File: src/pibb_pkg.sv
`timescale 1ns / 1ps
`default_nettype none

package pibb_pkg;

    // Widths fixed by the register and field formats.
    localparam int CFG_W   = 13;
    localparam int PIX_W   = 8;
    localparam int OUT_W   = 13;
    localparam int IDX_W   = 3;

    // Largest frame dimension supported by default.
    localparam int MAX_DIM_DEFAULT = 4096;

    // Register values after reset.
    localparam logic [CFG_W-1:0] RST_FRAME_WIDTH  = CFG_W'(612);
    localparam logic [CFG_W-1:0] RST_FRAME_HEIGHT = CFG_W'(792);
    localparam logic             RST_MASK_ENABLE  = 1'b0;
    localparam logic [CFG_W-1:0] RST_MASK_TOP     = CFG_W'(70);
    localparam logic [CFG_W-1:0] RST_MASK_BOTTOM  = CFG_W'(20);

    // Register indexes on the configuration port.
    localparam logic [IDX_W-1:0] CFG_IDX_FRAME_WIDTH  = IDX_W'(0);
    localparam logic [IDX_W-1:0] CFG_IDX_FRAME_HEIGHT = IDX_W'(1);
    localparam logic [IDX_W-1:0] CFG_IDX_MASK_ENABLE  = IDX_W'(2);
    localparam logic [IDX_W-1:0] CFG_IDX_MASK_TOP     = IDX_W'(3);
    localparam logic [IDX_W-1:0] CFG_IDX_MASK_BOTTOM  = IDX_W'(4);

    // Status handed from the tracker to the result stage.
    typedef struct packed {
        logic frame_end;
        logic seen;
    } frame_ctl_t;

endpackage

`default_nettype wire

File: src/pibb_track.sv
`timescale 1ns / 1ps
`default_nettype none

module pibb_track #(
    parameter int MAX_DIM = pibb_pkg::MAX_DIM_DEFAULT,
    localparam int CW = $clog2(MAX_DIM),
    localparam int EW = ((CW > pibb_pkg::CFG_W) ? CW : pibb_pkg::CFG_W) + 1
) (
    input  wire logic                          aclk,
    input  wire logic                          aresetn,
    input  wire logic                          advance,
    input  wire logic [pibb_pkg::PIX_W-1:0]    pixel,
    input  wire logic [EW-1:0]                 width_eff,
    input  wire logic [EW-1:0]                 height_eff,
    input  wire logic                          mask_enable,
    input  wire logic [pibb_pkg::CFG_W-1:0]    mask_top_rows,
    input  wire logic [pibb_pkg::CFG_W-1:0]    mask_bottom_rows,
    output pibb_pkg::frame_ctl_t               ctl,
    output logic [CW-1:0]                      min_col,
    output logic [CW-1:0]                      max_col,
    output logic [CW-1:0]                      first_row,
    output logic [CW-1:0]                      last_row
);

    logic [CW-1:0] col_reg, col_next;
    logic [CW-1:0] row_reg, row_next;
    logic [CW-1:0] min_col_reg, max_col_reg, first_row_reg, last_row_reg;
    logic          seen_reg;
    logic          blank, hit, row_end;

    always_comb begin
        blank = mask_enable &&
                ((EW'(row_reg) < EW'(mask_top_rows)) ||
                 (EW'(row_reg) + EW'(mask_bottom_rows) >= height_eff));
        hit = (pixel != '0) && !blank;

        min_col   = min_col_reg;
        max_col   = max_col_reg;
        first_row = first_row_reg;
        last_row  = last_row_reg;
        if (hit) begin
            if (!seen_reg || col_reg < min_col_reg) begin
                min_col = col_reg;
            end
            if (!seen_reg || col_reg > max_col_reg) begin
                max_col = col_reg;
            end
            if (!seen_reg || row_reg < first_row_reg) begin
                first_row = row_reg;
            end
            if (!seen_reg || row_reg > last_row_reg) begin
                last_row = row_reg;
            end
        end

        row_end       = (EW'(col_reg) + EW'(1) >= width_eff);
        ctl.frame_end = row_end && (EW'(row_reg) + EW'(1) >= height_eff);
        ctl.seen      = seen_reg || hit;

        if (row_end) begin
            col_next = '0;
            row_next = row_reg + CW'(1);
        end else begin
            col_next = col_reg + CW'(1);
            row_next = row_reg;
        end
    end

    always_ff @(posedge aclk) begin
        if (!aresetn) begin
            col_reg       <= '0;
            row_reg       <= '0;
            min_col_reg   <= '1;
            max_col_reg   <= '0;
            first_row_reg <= '1;
            last_row_reg  <= '0;
            seen_reg      <= 1'b0;
        end else if (advance) begin
            if (ctl.frame_end) begin
                col_reg       <= '0;
                row_reg       <= '0;
                min_col_reg   <= '1;
                max_col_reg   <= '0;
                first_row_reg <= '1;
                last_row_reg  <= '0;
                seen_reg      <= 1'b0;
            end else begin
                col_reg       <= col_next;
                row_reg       <= row_next;
                min_col_reg   <= min_col;
                max_col_reg   <= max_col;
                first_row_reg <= first_row;
                last_row_reg  <= last_row;
                seen_reg      <= ctl.seen;
            end
        end
    end

endmodule

`default_nettype wire

File: src/pibb_result.sv
`timescale 1ns / 1ps
`default_nettype none

module pibb_result #(
    parameter int MAX_DIM = pibb_pkg::MAX_DIM_DEFAULT,
    localparam int CW = $clog2(MAX_DIM),
    localparam int EW = ((CW > pibb_pkg::CFG_W) ? CW : pibb_pkg::CFG_W) + 1
) (
    input  wire logic                       aclk,
    input  wire logic                       aresetn,
    input  wire logic                       load,
    input  wire logic [EW-1:0]              width_eff,
    input  wire logic [EW-1:0]              height_eff,
    input  pibb_pkg::frame_ctl_t            ctl,
    input  wire logic [CW-1:0]              min_col,
    input  wire logic [CW-1:0]              max_col,
    input  wire logic [CW-1:0]              first_row,
    input  wire logic [CW-1:0]              last_row,
    input  wire logic                       out_ready,
    output logic                            out_valid,
    output logic [pibb_pkg::OUT_W-1:0]      box_left,
    output logic [pibb_pkg::OUT_W-1:0]      box_bottom,
    output logic [pibb_pkg::OUT_W-1:0]      box_right,
    output logic [pibb_pkg::OUT_W-1:0]      box_top
);

    logic                        valid_reg;
    logic [pibb_pkg::OUT_W-1:0]  left_reg, bottom_reg, right_reg, top_reg;
    logic [EW-1:0]               left_next, bottom_next, right_next, top_next;

    always_comb begin
        if (ctl.seen) begin
            left_next  = EW'(min_col);
            right_next = EW'(max_col) + EW'(1);
            // Edges saturate at zero if the height shrank mid-frame.
            if (EW'(last_row) + EW'(1) <= height_eff) begin
                bottom_next = height_eff - EW'(1) - EW'(last_row);
            end else begin
                bottom_next = '0;
            end
            if (EW'(first_row) <= height_eff) begin
                top_next = height_eff - EW'(first_row);
            end else begin
                top_next = '0;
            end
        end else begin
            left_next   = '0;
            bottom_next = '0;
            right_next  = width_eff;
            top_next    = height_eff;
        end
    end

    always_ff @(posedge aclk) begin
        if (!aresetn) begin
            valid_reg <= 1'b0;
        end else if (load) begin
            valid_reg <= 1'b1;
        end else if (out_ready) begin
            valid_reg <= 1'b0;
        end
    end

    always_ff @(posedge aclk) begin
        if (load) begin
            left_reg   <= left_next[pibb_pkg::OUT_W-1:0];
            bottom_reg <= bottom_next[pibb_pkg::OUT_W-1:0];
            right_reg  <= right_next[pibb_pkg::OUT_W-1:0];
            top_reg    <= top_next[pibb_pkg::OUT_W-1:0];
        end
    end

    assign out_valid  = valid_reg;
    assign box_left   = left_reg;
    assign box_bottom = bottom_reg;
    assign box_right  = right_reg;
    assign box_top    = top_reg;

endmodule

`default_nettype wire

File: src/page_ink_bounding_box_core.sv
`timescale 1ns / 1ps
`default_nettype none

// Channel   | Ports                                    | Moves
// ----------+------------------------------------------+-------------------------------
// input     | s_valid, s_ready, s_pixel_value          | one pixel, row order, top first
// result    | m_valid, m_ready, m_box_*                | one crop rectangle per frame
// config    | cfg_we, cfg_index, cfg_wdata             | register write, no handshake
//
// One pixel can be accepted in every cycle. A pixel waits in the input register and
// then updates the counters and extents; a frame's last pixel, as it leaves the input
// register, loads the result register and raises m_valid. Reset (aresetn, synchronous,
// active low) restores the register defaults and starts a new frame at column 0, row 0.
// Only a frame's last pixel waits on a full result register, and s_ready is low
// while it waits; all other pixels keep flowing while a rectangle waits for its transfer.
module page_ink_bounding_box_core #(
    parameter int MAX_DIM = pibb_pkg::MAX_DIM_DEFAULT
) (
    input  wire logic                          aclk,
    input  wire logic                          aresetn,

    input  wire logic                          s_valid,
    output logic                               s_ready,
    input  wire logic [pibb_pkg::PIX_W-1:0]    s_pixel_value,

    output logic                               m_valid,
    input  wire logic                          m_ready,
    output logic [pibb_pkg::OUT_W-1:0]         m_box_left,
    output logic [pibb_pkg::OUT_W-1:0]         m_box_bottom,
    output logic [pibb_pkg::OUT_W-1:0]         m_box_right,
    output logic [pibb_pkg::OUT_W-1:0]         m_box_top,

    input  wire logic                          cfg_we,
    input  wire logic [pibb_pkg::IDX_W-1:0]    cfg_index,
    input  wire logic [pibb_pkg::CFG_W-1:0]    cfg_wdata
);

    localparam int CW = $clog2(MAX_DIM);
    localparam int EW = ((CW > pibb_pkg::CFG_W) ? CW : pibb_pkg::CFG_W) + 1;

    // Configuration registers.
    logic [pibb_pkg::CFG_W-1:0] frame_width_reg, frame_height_reg;
    logic [pibb_pkg::CFG_W-1:0] mask_top_reg, mask_bottom_reg;
    logic                       mask_enable_reg;

    // Input register.
    logic                       p_valid_reg;
    logic [pibb_pkg::PIX_W-1:0] p_pixel_reg;

    logic [EW-1:0]              width_eff, height_eff;
    logic                       advance;
    pibb_pkg::frame_ctl_t       ctl;
    logic [CW-1:0]              min_col, max_col, first_row, last_row;

    always_ff @(posedge aclk) begin
        if (!aresetn) begin
            frame_width_reg  <= pibb_pkg::RST_FRAME_WIDTH;
            frame_height_reg <= pibb_pkg::RST_FRAME_HEIGHT;
            mask_enable_reg  <= pibb_pkg::RST_MASK_ENABLE;
            mask_top_reg     <= pibb_pkg::RST_MASK_TOP;
            mask_bottom_reg  <= pibb_pkg::RST_MASK_BOTTOM;
        end else if (cfg_we) begin
            case (cfg_index)
                pibb_pkg::CFG_IDX_FRAME_WIDTH:  frame_width_reg  <= cfg_wdata;
                pibb_pkg::CFG_IDX_FRAME_HEIGHT: frame_height_reg <= cfg_wdata;
                pibb_pkg::CFG_IDX_MASK_ENABLE:  mask_enable_reg  <= cfg_wdata[0];
                pibb_pkg::CFG_IDX_MASK_TOP:     mask_top_reg     <= cfg_wdata;
                pibb_pkg::CFG_IDX_MASK_BOTTOM:  mask_bottom_reg  <= cfg_wdata;
                default: ;
            endcase
        end
    end

    // The frame size in use is the register value limited to 1..MAX_DIM.
    always_comb begin
        if (frame_width_reg == '0) begin
            width_eff = EW'(1);
        end else if (EW'(frame_width_reg) > EW'(MAX_DIM)) begin
            width_eff = EW'(MAX_DIM);
        end else begin
            width_eff = EW'(frame_width_reg);
        end
        if (frame_height_reg == '0) begin
            height_eff = EW'(1);
        end else if (EW'(frame_height_reg) > EW'(MAX_DIM)) begin
            height_eff = EW'(MAX_DIM);
        end else begin
            height_eff = EW'(frame_height_reg);
        end
    end

    // A held pixel moves on unless it closes a frame while the result register
    // still holds a rectangle that is not being taken in this cycle.
    assign advance = p_valid_reg && (!ctl.frame_end || !m_valid || m_ready);
    assign s_ready = !p_valid_reg || advance;

    always_ff @(posedge aclk) begin
        if (!aresetn) begin
            p_valid_reg <= 1'b0;
        end else if (s_ready) begin
            p_valid_reg <= s_valid;
        end
    end

    always_ff @(posedge aclk) begin
        if (s_ready && s_valid) begin
            p_pixel_reg <= s_pixel_value;
        end
    end

    pibb_track #(
        .MAX_DIM(MAX_DIM)
    ) u_track (
        .aclk             (aclk),
        .aresetn          (aresetn),
        .advance          (advance),
        .pixel            (p_pixel_reg),
        .width_eff        (width_eff),
        .height_eff       (height_eff),
        .mask_enable      (mask_enable_reg),
        .mask_top_rows    (mask_top_reg),
        .mask_bottom_rows (mask_bottom_reg),
        .ctl              (ctl),
        .min_col          (min_col),
        .max_col          (max_col),
        .first_row        (first_row),
        .last_row         (last_row)
    );

    pibb_result #(
        .MAX_DIM(MAX_DIM)
    ) u_result (
        .aclk       (aclk),
        .aresetn    (aresetn),
        .load       (advance && ctl.frame_end),
        .width_eff  (width_eff),
        .height_eff (height_eff),
        .ctl        (ctl),
        .min_col    (min_col),
        .max_col    (max_col),
        .first_row  (first_row),
        .last_row   (last_row),
        .out_ready  (m_ready),
        .out_valid  (m_valid),
        .box_left   (m_box_left),
        .box_bottom (m_box_bottom),
        .box_right  (m_box_right),
        .box_top    (m_box_top)
    );

endmodule

`default_nettype wire

File: config.mk
export PLATFORM = sky130hd
export DESIGN_NAME = page_ink_bounding_box_core
export DESIGN_NICKNAME = d
export VERILOG_FILES = /design/src/pibb_pkg.sv /design/src/pibb_track.sv /design/src/pibb_result.sv /design/src/page_ink_bounding_box_core.sv
export SDC_FILE = /design/constraint.sdc
export NUM_CORES = 1
export LEC_CHECK = 0
export BUFFER_PORTS_ARGS = -buffer_cell sky130_fd_sc_hd__buf_2
export CAP_MARGIN = 20
export CORE_MARGIN = 1
export CORE_UTILIZATION = 40
export CTS_BUF_LIST = sky130_fd_sc_hd__clkbuf_4 sky130_fd_sc_hd__clkbuf_8 sky130_fd_sc_hd__clkbuf_16
export CTS_CLUSTER_SIZE = 14
export DETAILED_ROUTE_END_ITERATION = 10
export REMOVE_ABC_BUFFERS = 1
export SETUP_SLACK_MARGIN = 0.15
export SLEW_MARGIN = 20
export SYNTH_ARGS = -nofsm -noshare
export SYNTH_HDL_FRONTEND = slang
export SYNTH_SLANG_ARGS = --single-unit
File: constraint.sdc
create_clock -name aclk -period 8.3 [get_ports aclk]
set_input_delay 0.415 -clock aclk [delete_from_list [all_inputs] [get_ports aclk]]
set_output_delay 0.415 -clock aclk [all_outputs]
set_load 0.005 [all_outputs]
Word-level counts from Yosys, hierarchy flattened
Cells that the tools add are included.

storage, ports and cells
  output and inout bits = 54
  input port bits = 29
  register bits = 188

cells by class
  order comparisons = 12
  $add $sub $neg = 10
  mux-type cells = 26
  equal/unequal tests = 4
  reductions and logical operators = 33

operator list
  kind                     count
  $mux W12                 16
  $mux W13                 7
  $add A12 B1 Y13 const B  4
  $ge A14 B13 Y1           3
  $gt A13 B13 Y1 const B   2
  $logic_not A13 Y1        2
  $sub A13 B12 Y13         2
  $add A12 B1 Y12 const B  2
  $gt A12 B12 Y1           2
  $lt A12 B12 Y1           2
  $add A12 B13 Y14         1
  $le A14 B13 Y1           1
  $reduce_and A2 Y1        7
  $le A12 B13 Y1           1
  $lt A12 B13 Y1           1
  $sub A13 B1 Y13 const B  1
  $logic_or A1 B1 Y1       9
  $reduce_bool A8 Y1       1
  $eq A3 B2 Y1 const B     2
  $logic_and A1 B1 Y1      6
  $logic_not A1 Y1         5
  $reduce_bool A2 Y1       2
  $eq A3 B1 Y1 const B     1
  $eq A3 B3 Y1 const B     1
  2 further kinds          4

Logic depth before layout (Yosys ltp)
Gate-level depths: netlist of run 1.

  depth after elaboration = 12
  gate-level depth with buffers = 37
  mapped depth without buffers = 35

Cells and area by module
Synthesis of run 1 repeated with hierarchy kept, for this count alone.

unflattened totals
  cells, all modules = 1520
  area total of the unflattened synthesis = 12926.1 µm²

by module, submodules not included
  module                      cells each  area each (µm²)  instances  sequential area each (µm²)
  pibb_track                  805         6349.8           1          1461.4
  pibb_result                 430         4085.2           1          1551.5
  page_ink_bounding_box_core  285         2491.1           1          1321.3

Worst setup path before layout of run 1
No wires, ideal clock.

  path kind = register to register
  from = reg u_track.row_reg[0]
  to = reg u_result.bottom_reg (netlist bit u_result.box_bottom[9]) (data pin)
  setup slack = 1.710 ns
  arrival time = 6.321 ns
  buffers on the path = 2
  stages on the path, launching flop included = 35
  data required time = 8.031 ns
  library setup time = 0.269 ns
  period minus slack after synthesis = 6.590 ns
  path through = dfxtp_1 -> ha_1 -> fa_1 -> a21o_1 -> a21oi_1 -> o21bai_1 -> a21oi_1 -> nor2b_1 -> o21a_1 -> o21ai_0 -> nand2b_1 -> a21oi_1 -> xnor2_1 -> ha_1 -> nand4_1 -> or3_1 -> o211ai_1 -> a221o_1 -> buf_6 -> nand2_1 -> mux2i_1 -> inv_1 -> ha_1 -> o21ai_2 -> or4_4 -> nor2b_2 -> xnor2_1 -> ha_1 -> nand3_1 -> o21ai_0 -> a21o_1 -> a21oi_1 -> o21ai_0 -> clkbuf_1 -> nor3_1

between the ends
  cells in the longest elaborated chain, start to end = 10
  elaborated cells between the ends (all ways) = 16

ends and longest elaborated chain
  element                             line               source
  from (decl)                         pibb_track.sv:26   logic [CW-1:0] row_reg, row_next;
  from (signal assigned)              pibb_track.sv:89   row_reg <= row_next;
  $add A12 B13 Y14                    pibb_track.sv:34   (EW'(row_reg) + EW'(mask_bottom_rows) >= height_eff));
  $ge A14 B13 Y1                      pibb_track.sv:34
  $logic_or A1 B1 Y1                  pibb_track.sv:33   ((EW'(row_reg) < EW'(mask_top_rows)) ||
  $logic_and A1 B1 Y1                 pibb_track.sv:32   blank = mask_enable &&
  $logic_not A1 Y1                    pibb_track.sv:35   hit = (pixel != '0) && !blank;
  $logic_and A1 B1 Y1                 pibb_track.sv:35
  $mux W12                            pibb_track.sv:41   if (hit) begin
  $add A12 B1 Y13                     pibb_result.sv:36  if (EW'(last_row) + EW'(1) <= height_eff) begin
  $le A14 B13 Y1                      pibb_result.sv:36
  $reduce_and A2 Y1 (no source line)  --
  to (signal assigned)                pibb_result.sv:67  bottom_reg <= bottom_next[pibb_pkg::OUT_W-1:0];
  to (decl)                           pibb_result.sv:28  logic [pibb_pkg::OUT_W-1:0] left_reg, bottom_reg, right_reg, top_reg;

Parallel ways exist; a longest one is shown, timed or not.
A chain may end at the register's enable or synchronous reset.

Final worst setup path of run 1
  from = reg u_track.row_reg[0]
  to = reg u_result.bottom_reg (netlist bit u_result.box_bottom[7]) (data pin)

The elaborated chain is that of the path after synthesis.

==> summary.txt, run 1 <==
Status -> complete, no violations
Hold crit path type -> input pin to flop
Max_slew headroom -> 40.7%
Port Buf Inserts -> 81
Global Route Usage Sum -> 21.7%
Final period util -> 90.4%
CP startpoint -> u_track.row_reg[0]$_SDFFE_PN0P_
Reg area -> 4330 um^2
Grt total ovfl -> 0
I/O Pins -> 83
Slowest cell on crit path -> or4_4
CTS buffer count -> 17
Nets@finish -> 1712
Routed WL -> 34.8 mm
First-pass GRT wire length -> 55.2 mm
Hold Fails Final Rpt -> 0
WP depth -> 35
Max Root-Sink Buffers -> 2
Synthesized area -> 12700 um^2
Antenna violations before repair -> 0
WP data arrival -> 7830 ps
Post_cts resized -> 0
Crit Path Category -> flop to flop
Core Region -> 30900 um^2
CP most frequent cell -> a21oi_1
Worst-Margin Slew -> 889 ps
Number of pins exceeding their max-slew limit in the final report -> 0
Largest net degree at the start of global routing -> 93
Site row count -> 64
Final count of negative-setup-slack endpoints -> 0
Worst setup EP type -> flop
Area delta synth->final -> 11.3%
Yosys warnings -> 0
Crit path max-delay family -> compound AO/OA/AOI/OAI gates
Routed via count -> 10728
Fillers -> 3061
Layout cells sized above 1 -> 10.4%
CTS clk-pin slew, worst paths -> 80 ps
WP data required -> 8630 ps
Fraction of registers with async set or reset after synthesis -> 0%
Area of the multi-input gates -> 7730 um^2
Layout Utilization -> 45.7%
Reg2reg end -> u_result.box_bottom[7]$_SDFFCE_PN0P_
Worst-path fanout max -> 13
Initial Util -> 41.1%
WL/cell -> 17.9 um
Clock Latency Late Sink -> 460 ps
Iteration-0 DRC Markers -> 626
Number of global-route vias before repair -> 10139
Crit path to -> u_result.box_bottom[7]$_SDFFCE_PN0P_
FMAX -> 133 MHz
Sequential area share after synthesis -> 34.1%
Worst hold path startpoint -> s_pixel_value[0]
Synthesized flop and latch total -> 187
Number of synthesized flops with an enable pin -> 59
CTS Hold Bufs -> 0
Peak supply drop -> 0.000125 V
Root Driver -> clkbuf_16
Synth Area per Inst -> 8.61 um^2
TNS Setup -> 0 ps
R2r startpoint -> u_track.row_reg[0]$_SDFFE_PN0P_
DRC viols -> 0
Reg2reg path depth -> 35
Drt pass-1 iters -> 5
Static Leak -> 6.26 nW
CTS tree -> yes
Vias/cell -> 5.53
Post-CTS Setup Bufs -> 0
Crit-path max cell delay -> 560 ps
Reg-to-reg slack, setup -> 800 ps
GP Congestion -> 0.906
Startpoint types -> flop
Hold WS -> 129 ps
RSZ-0062 raised after global routing -> no
HPWL after detailed placement -> 25.9 mm
DIE HEIGHT -> 180 um
CTS sink cnt -> 187
Routed Antenna Nets -> 0
Worst Skew -> 12.5 ps
Most used DFF post-synth -> dfxtp_1
CP bufs+invs -> 2
Tot Pwr -> 0.00201 W
Antenna diodes -> 0
Die area -> 32500 um^2
Synth cell types -> 76
Maxcap violations -> 0
Cell count after synthesis -> 1474
Power per Cell Area -> 142 nW/um^2
Htree depth -> 4
Die width -> 180 um
Minimum clock period -> 7500 ps
[layout by cell type (no fill, tap or decap), drive strengths merged, types with 14 or more instances in the layout]
| cell | synthesis | layout |
|---|---|---|
| nand2 | 209 | 209 |
| ha | 149 | 149 |
| dfxtp | 128 | 128 |
| buf | 15 | 107 |
| inv | 97 | 104 |
| nor2 | 101 | 101 |
| a21oi | 77 | 77 |
| edfxtp | 59 | 59 |
| a21boi | 53 | 53 |
| o21ai | 50 | 50 |
| xor2 | 40 | 40 |
| nand3 | 38 | 38 |
| mux2i | 38 | 38 |
| a21o | 37 | 37 |
| xnor2 | 35 | 35 |
| o211ai | 32 | 32 |
| nor2b | 25 | 25 |
| o22ai | 23 | 23 |
| nor3 | 22 | 22 |
| nand4 | 20 | 20 |
| and3 | 20 | 20 |
| and2 | 20 | 20 |
| clkbuf | 53 | 18 |
| o21a | 14 | 14 |
[power breakdown]
part	switching [W]	internal, W
logic	0.000123	0.0000769
clock network	0.000414	0.000420
registers	0.0000126	0.000963
total	0.000550	0.00146
[cells in the mapped netlist, drive strengths merged, types with 5 or more instances]
master	number	area share (%)
a211oi	10	0.63
a21boi	53	3.2
a21o	37	2.2
a21oi	77	3.1
a22oi	10	0.59
a31oi	5	0.25
and2	20	0.99
and3	20	0.99
buf	15	0.62
clkbuf	53	1.6
dfxtp	128	20
edfxtp	59	14
ha	149	15
inv	97	2.9
mux2i	38	3.0
nand2	209	6.2
nand2b	13	0.64
nand3	38	1.5
nand3b	11	0.65
nand4	20	0.99
nor2	101	3.0
nor2b	25	1.3
nor3	22	0.91
nor4	7	0.34
o211ai	32	1.9
o21a	14	0.83
o21ai	50	2.0
o21bai	7	0.41
o22ai	23	1.1
o31ai	5	0.30
xnor2	35	2.4
xor2	40	2.8
[metal layers]
layer  part of all wire, %  routed length (um)  vias up  GRT usage (%)
met2                    44               15300      314           33.9
li1                      -                   -     5342              -
met5                     0                   0        -              0
met4                   2.0                 686        0           6.46
met1                    49               17000     5027           30.4
met3                   5.3                1860       45           3.92
[kinds of logic after synthesis]
kind of cell             share of synthesized area (%)
AO/OA/AOI/OAI                                     19.0
XOR/XNOR                                          5.17
adder cells (fa/ha/maj)                           15.1
buffers and inverters                             5.06
flip-flops                                        34.1
multiplexers                                      3.26
other                                           0.0295
AND/OR/NAND/NOR                                   18.2
[through the flow]
step / setup WS [ps] / cells / cell area, um^2
global route: 205 / 1941 / 14100
global placement: 783 / 1909 / 13500
floorplan: 1150 / 1406 / 12400
CTS: 606 / 1941 / 14100
detailed placement: 638 / 1909 / 13500
finish: 801 / 1941 / 14100
[cell type report]
cell class,count,area share [%]
clock buffers,18,3.19
clock inverters,14,1.05
inverters,97,2.58
multi-input cells,1122,54.7
flip-flops and latches,187,30.7
well taps,396,3.51
repair buffers,107,4.25
[how the worst min path moves through the flow]
stage	to	cells past startpoint
after floorplan	frame_height_reg[0]$_SDFFE_PN0P_	2
after global placement	mask_top_reg[10]$_SDFFE_PN0P_	2
after detailed placement	mask_top_reg[5]$_SDFFE_PN0P_	2
after CTS	p_pixel_reg[4]$_DFFE_PP_	1
after global routing	p_pixel_reg[0]$_DFFE_PP_	1
final	p_pixel_reg[0]$_DFFE_PP_	1
Power figures use the tool's default switching activity.
==> inputs of run 2 (changes only) <==
- CORE_UTILIZATION: 40 -> 31
==> run 2 against run 1 <==
- clock power is 2% lower
- setup slack worse by 15 ps
- first-iteration DRC count is 33% higher
- critical path depth is 1 lower
- utilization is 10 points lower
- clock skew is 2.9 ps higher
- die area is 29% higher
- power is 0.80% lower
- non-clock buffer count is 4 higher
- sequential power hardly changed
==> summary.txt, run 2 (synthesized netlist as in run 1, its figures left out) <==
Worst Hold Depth -> 1
Startpoint types -> flop
Final count of negative-setup-slack endpoints -> 0
Static Leak -> 6.26 nW
Max Root-Sink Buffers -> 2
I/O Pins -> 83
CP most frequent cell -> a21oi_1
GP Congestion -> 0.895
Largest net degree at the start of global routing -> 94
First-pass GRT wire length -> 56.6 mm
Nets@finish -> 1716
Maxcap violations -> 0
Port Buf Inserts -> 81
FMAX -> 133 MHz
Hold EP -> p_pixel_reg[6]$_DFFE_PP_
Worst setup EP type -> flop
Htree depth -> 4
Grt total ovfl -> 0
WP data required -> 8460 ps
Peak supply drop -> 0.000151 V
HPWL after detailed placement -> 27.2 mm
Worst hold path startpoint -> s_pixel_value[6]
Final instance area -> 14300 um^2
Die width -> 204 um
Slowest cell on crit path -> fa_1
Clock Latency Late Sink -> 450 ps
Initial Util -> 31.7%
Commonest cells after routing, fill and taps aside -> nand2_1 (209), ha_1 (149), dfxtp_1 (128), nor2_1 (98), inv_1 (97)
Vias/cell -> 5.17
Number of pins exceeding their max-slew limit in the final report -> 0
DIE HEIGHT -> 204 um
CTS buffer count -> 17
Max_slew headroom -> 27.6%
Reg2reg end -> u_result.box_top[0]$_DFFE_PP_
Reg2reg path depth -> 34
Area delta synth->final -> 12.6%
Placed Area -> 13700 um^2
Power per Cell Area -> 139 nW/um^2
Crit-path max cell delay -> 410 ps
Iteration-0 DRC Markers -> 835
RSZ-0062 raised after global routing -> no
Drt pass-1 iters -> 5
Most common cell after layout, fill and taps aside -> nand2_1
Reg area -> 4330 um^2
Routed Antenna Nets -> 0
DRC viols -> 0
CTS sink cnt -> 187
Crit Path Category -> flop to flop
Site row count -> 73
Global Route Usage Sum -> 17.5%
Layout Utilization -> 35.6%
Layout Cells excl Fill -> 2074
Minimum clock period -> 7510 ps
R2r startpoint -> mask_bottom_reg[0]$_SDFFE_PN0P_
Number of global-route vias before repair -> 10302
Routed WL -> 36.2 mm
Die area -> 41800 um^2
Core Region -> 40100 um^2
Worst-path fanout max -> 13
Reg-to-reg slack, setup -> 790 ps
Root Driver -> clkbuf_16
Antenna violations before repair -> 0
CTS Hold Bufs -> 0
TNS Setup -> 0 ps
Hold Fails Final Rpt -> 0
WL/cell -> 17.5 um
Hold crit path type -> input pin to flop
Area of the multi-input gates -> 7730 um^2
Routed via count -> 10727
Placed Instances -> 2042
CTS clk-pin slew, worst paths -> 80 ps
WP data arrival -> 7670 ps
Final period util -> 90.5%
Layout cells sized above 1 -> 10.6%
Antenna diodes -> 0
Worst Skew -> 15.3 ps
Worst-Margin Slew -> 1090 ps
CTS tree -> yes
Fillers -> 4075
Status -> complete, no violations
[run 2: worst max-delay path by stage]
stage / startpoint / to / slack [ps]
after floorplan: u_track.row_reg[0]$_SDFFE_PN0P_ / u_result.box_bottom[7]$_SDFFCE_PN0P_ / 1150
after global placement: mask_bottom_reg[0]$_SDFFE_PN0P_ / u_result.box_bottom[5]$_SDFFCE_PN0P_ / 700
after detailed placement: mask_bottom_reg[0]$_SDFFE_PN0P_ / u_result.box_bottom[5]$_SDFFCE_PN0P_ / 570
after CTS: mask_bottom_reg[0]$_SDFFE_PN0P_ / u_result.box_bottom[5]$_SDFFCE_PN0P_ / 510
after global routing: mask_bottom_reg[0]$_SDFFE_PN0P_ / u_result.box_top[0]$_DFFE_PP_ / 220
final: mask_bottom_reg[0]$_SDFFE_PN0P_ / u_result.box_top[0]$_DFFE_PP_ / 790
[run 2: per-stage QoR]
| step | hold slack, ps | total power, W | worst slack, ps |
|---|---|---|---|
| floorplan | 440 | 0.00113 | 1150 |
| global placement | 455 | 0.00119 | 699 |
| detailed placement | 465 | 0.00120 | 574 |
| CTS | 113 | 0.00201 | 512 |
| global route | 109 | 0.00208 | 223 |
| finish | 136 | 0.00199 | 786 |
[run 2: critical path, delay by kind of cell, from the launching register on]
family	cells	cell delay [ps]
compound gates	18	3310
simple gates	7	1380
fa+ha+maj	4	1200
mux	1	400
buf+inv	3	510
xor+xnor	1	110
flops	1	320
[run 2: per-layer routing]
layer	GRT usage [%]	vias up	routed length, um	part of all wire (%)
met5	0	-	0	0
met4	4.98	0	674	1.9
met3	3.99	40	2040	5.6
met2	26.7	277	15700	43
met1	24.6	5067	17800	49
li1	-	5343	-	-
[run 2: timing repair]
item                       CTS  global route
gates resized for setup      0             2
setup endpoints to repair    0            24
setup buffers                0             0
[run 2: layout make-up]
type / count / area share [%]
clock inverter: 13 / 0.814
tap: 525 / 4.60
clock buffer: 19 / 3.20
inverter: 97 / 2.55
multi-input combinational: 1122 / 54.1
timing repair buffer: 111 / 4.41
sequential: 187 / 30.3
[run 2: power breakdown]
part,internal [W],switching (W)
clock network,0.000418,0.000397
logic,0.0000778,0.000125
registers,0.000963,0.0000125
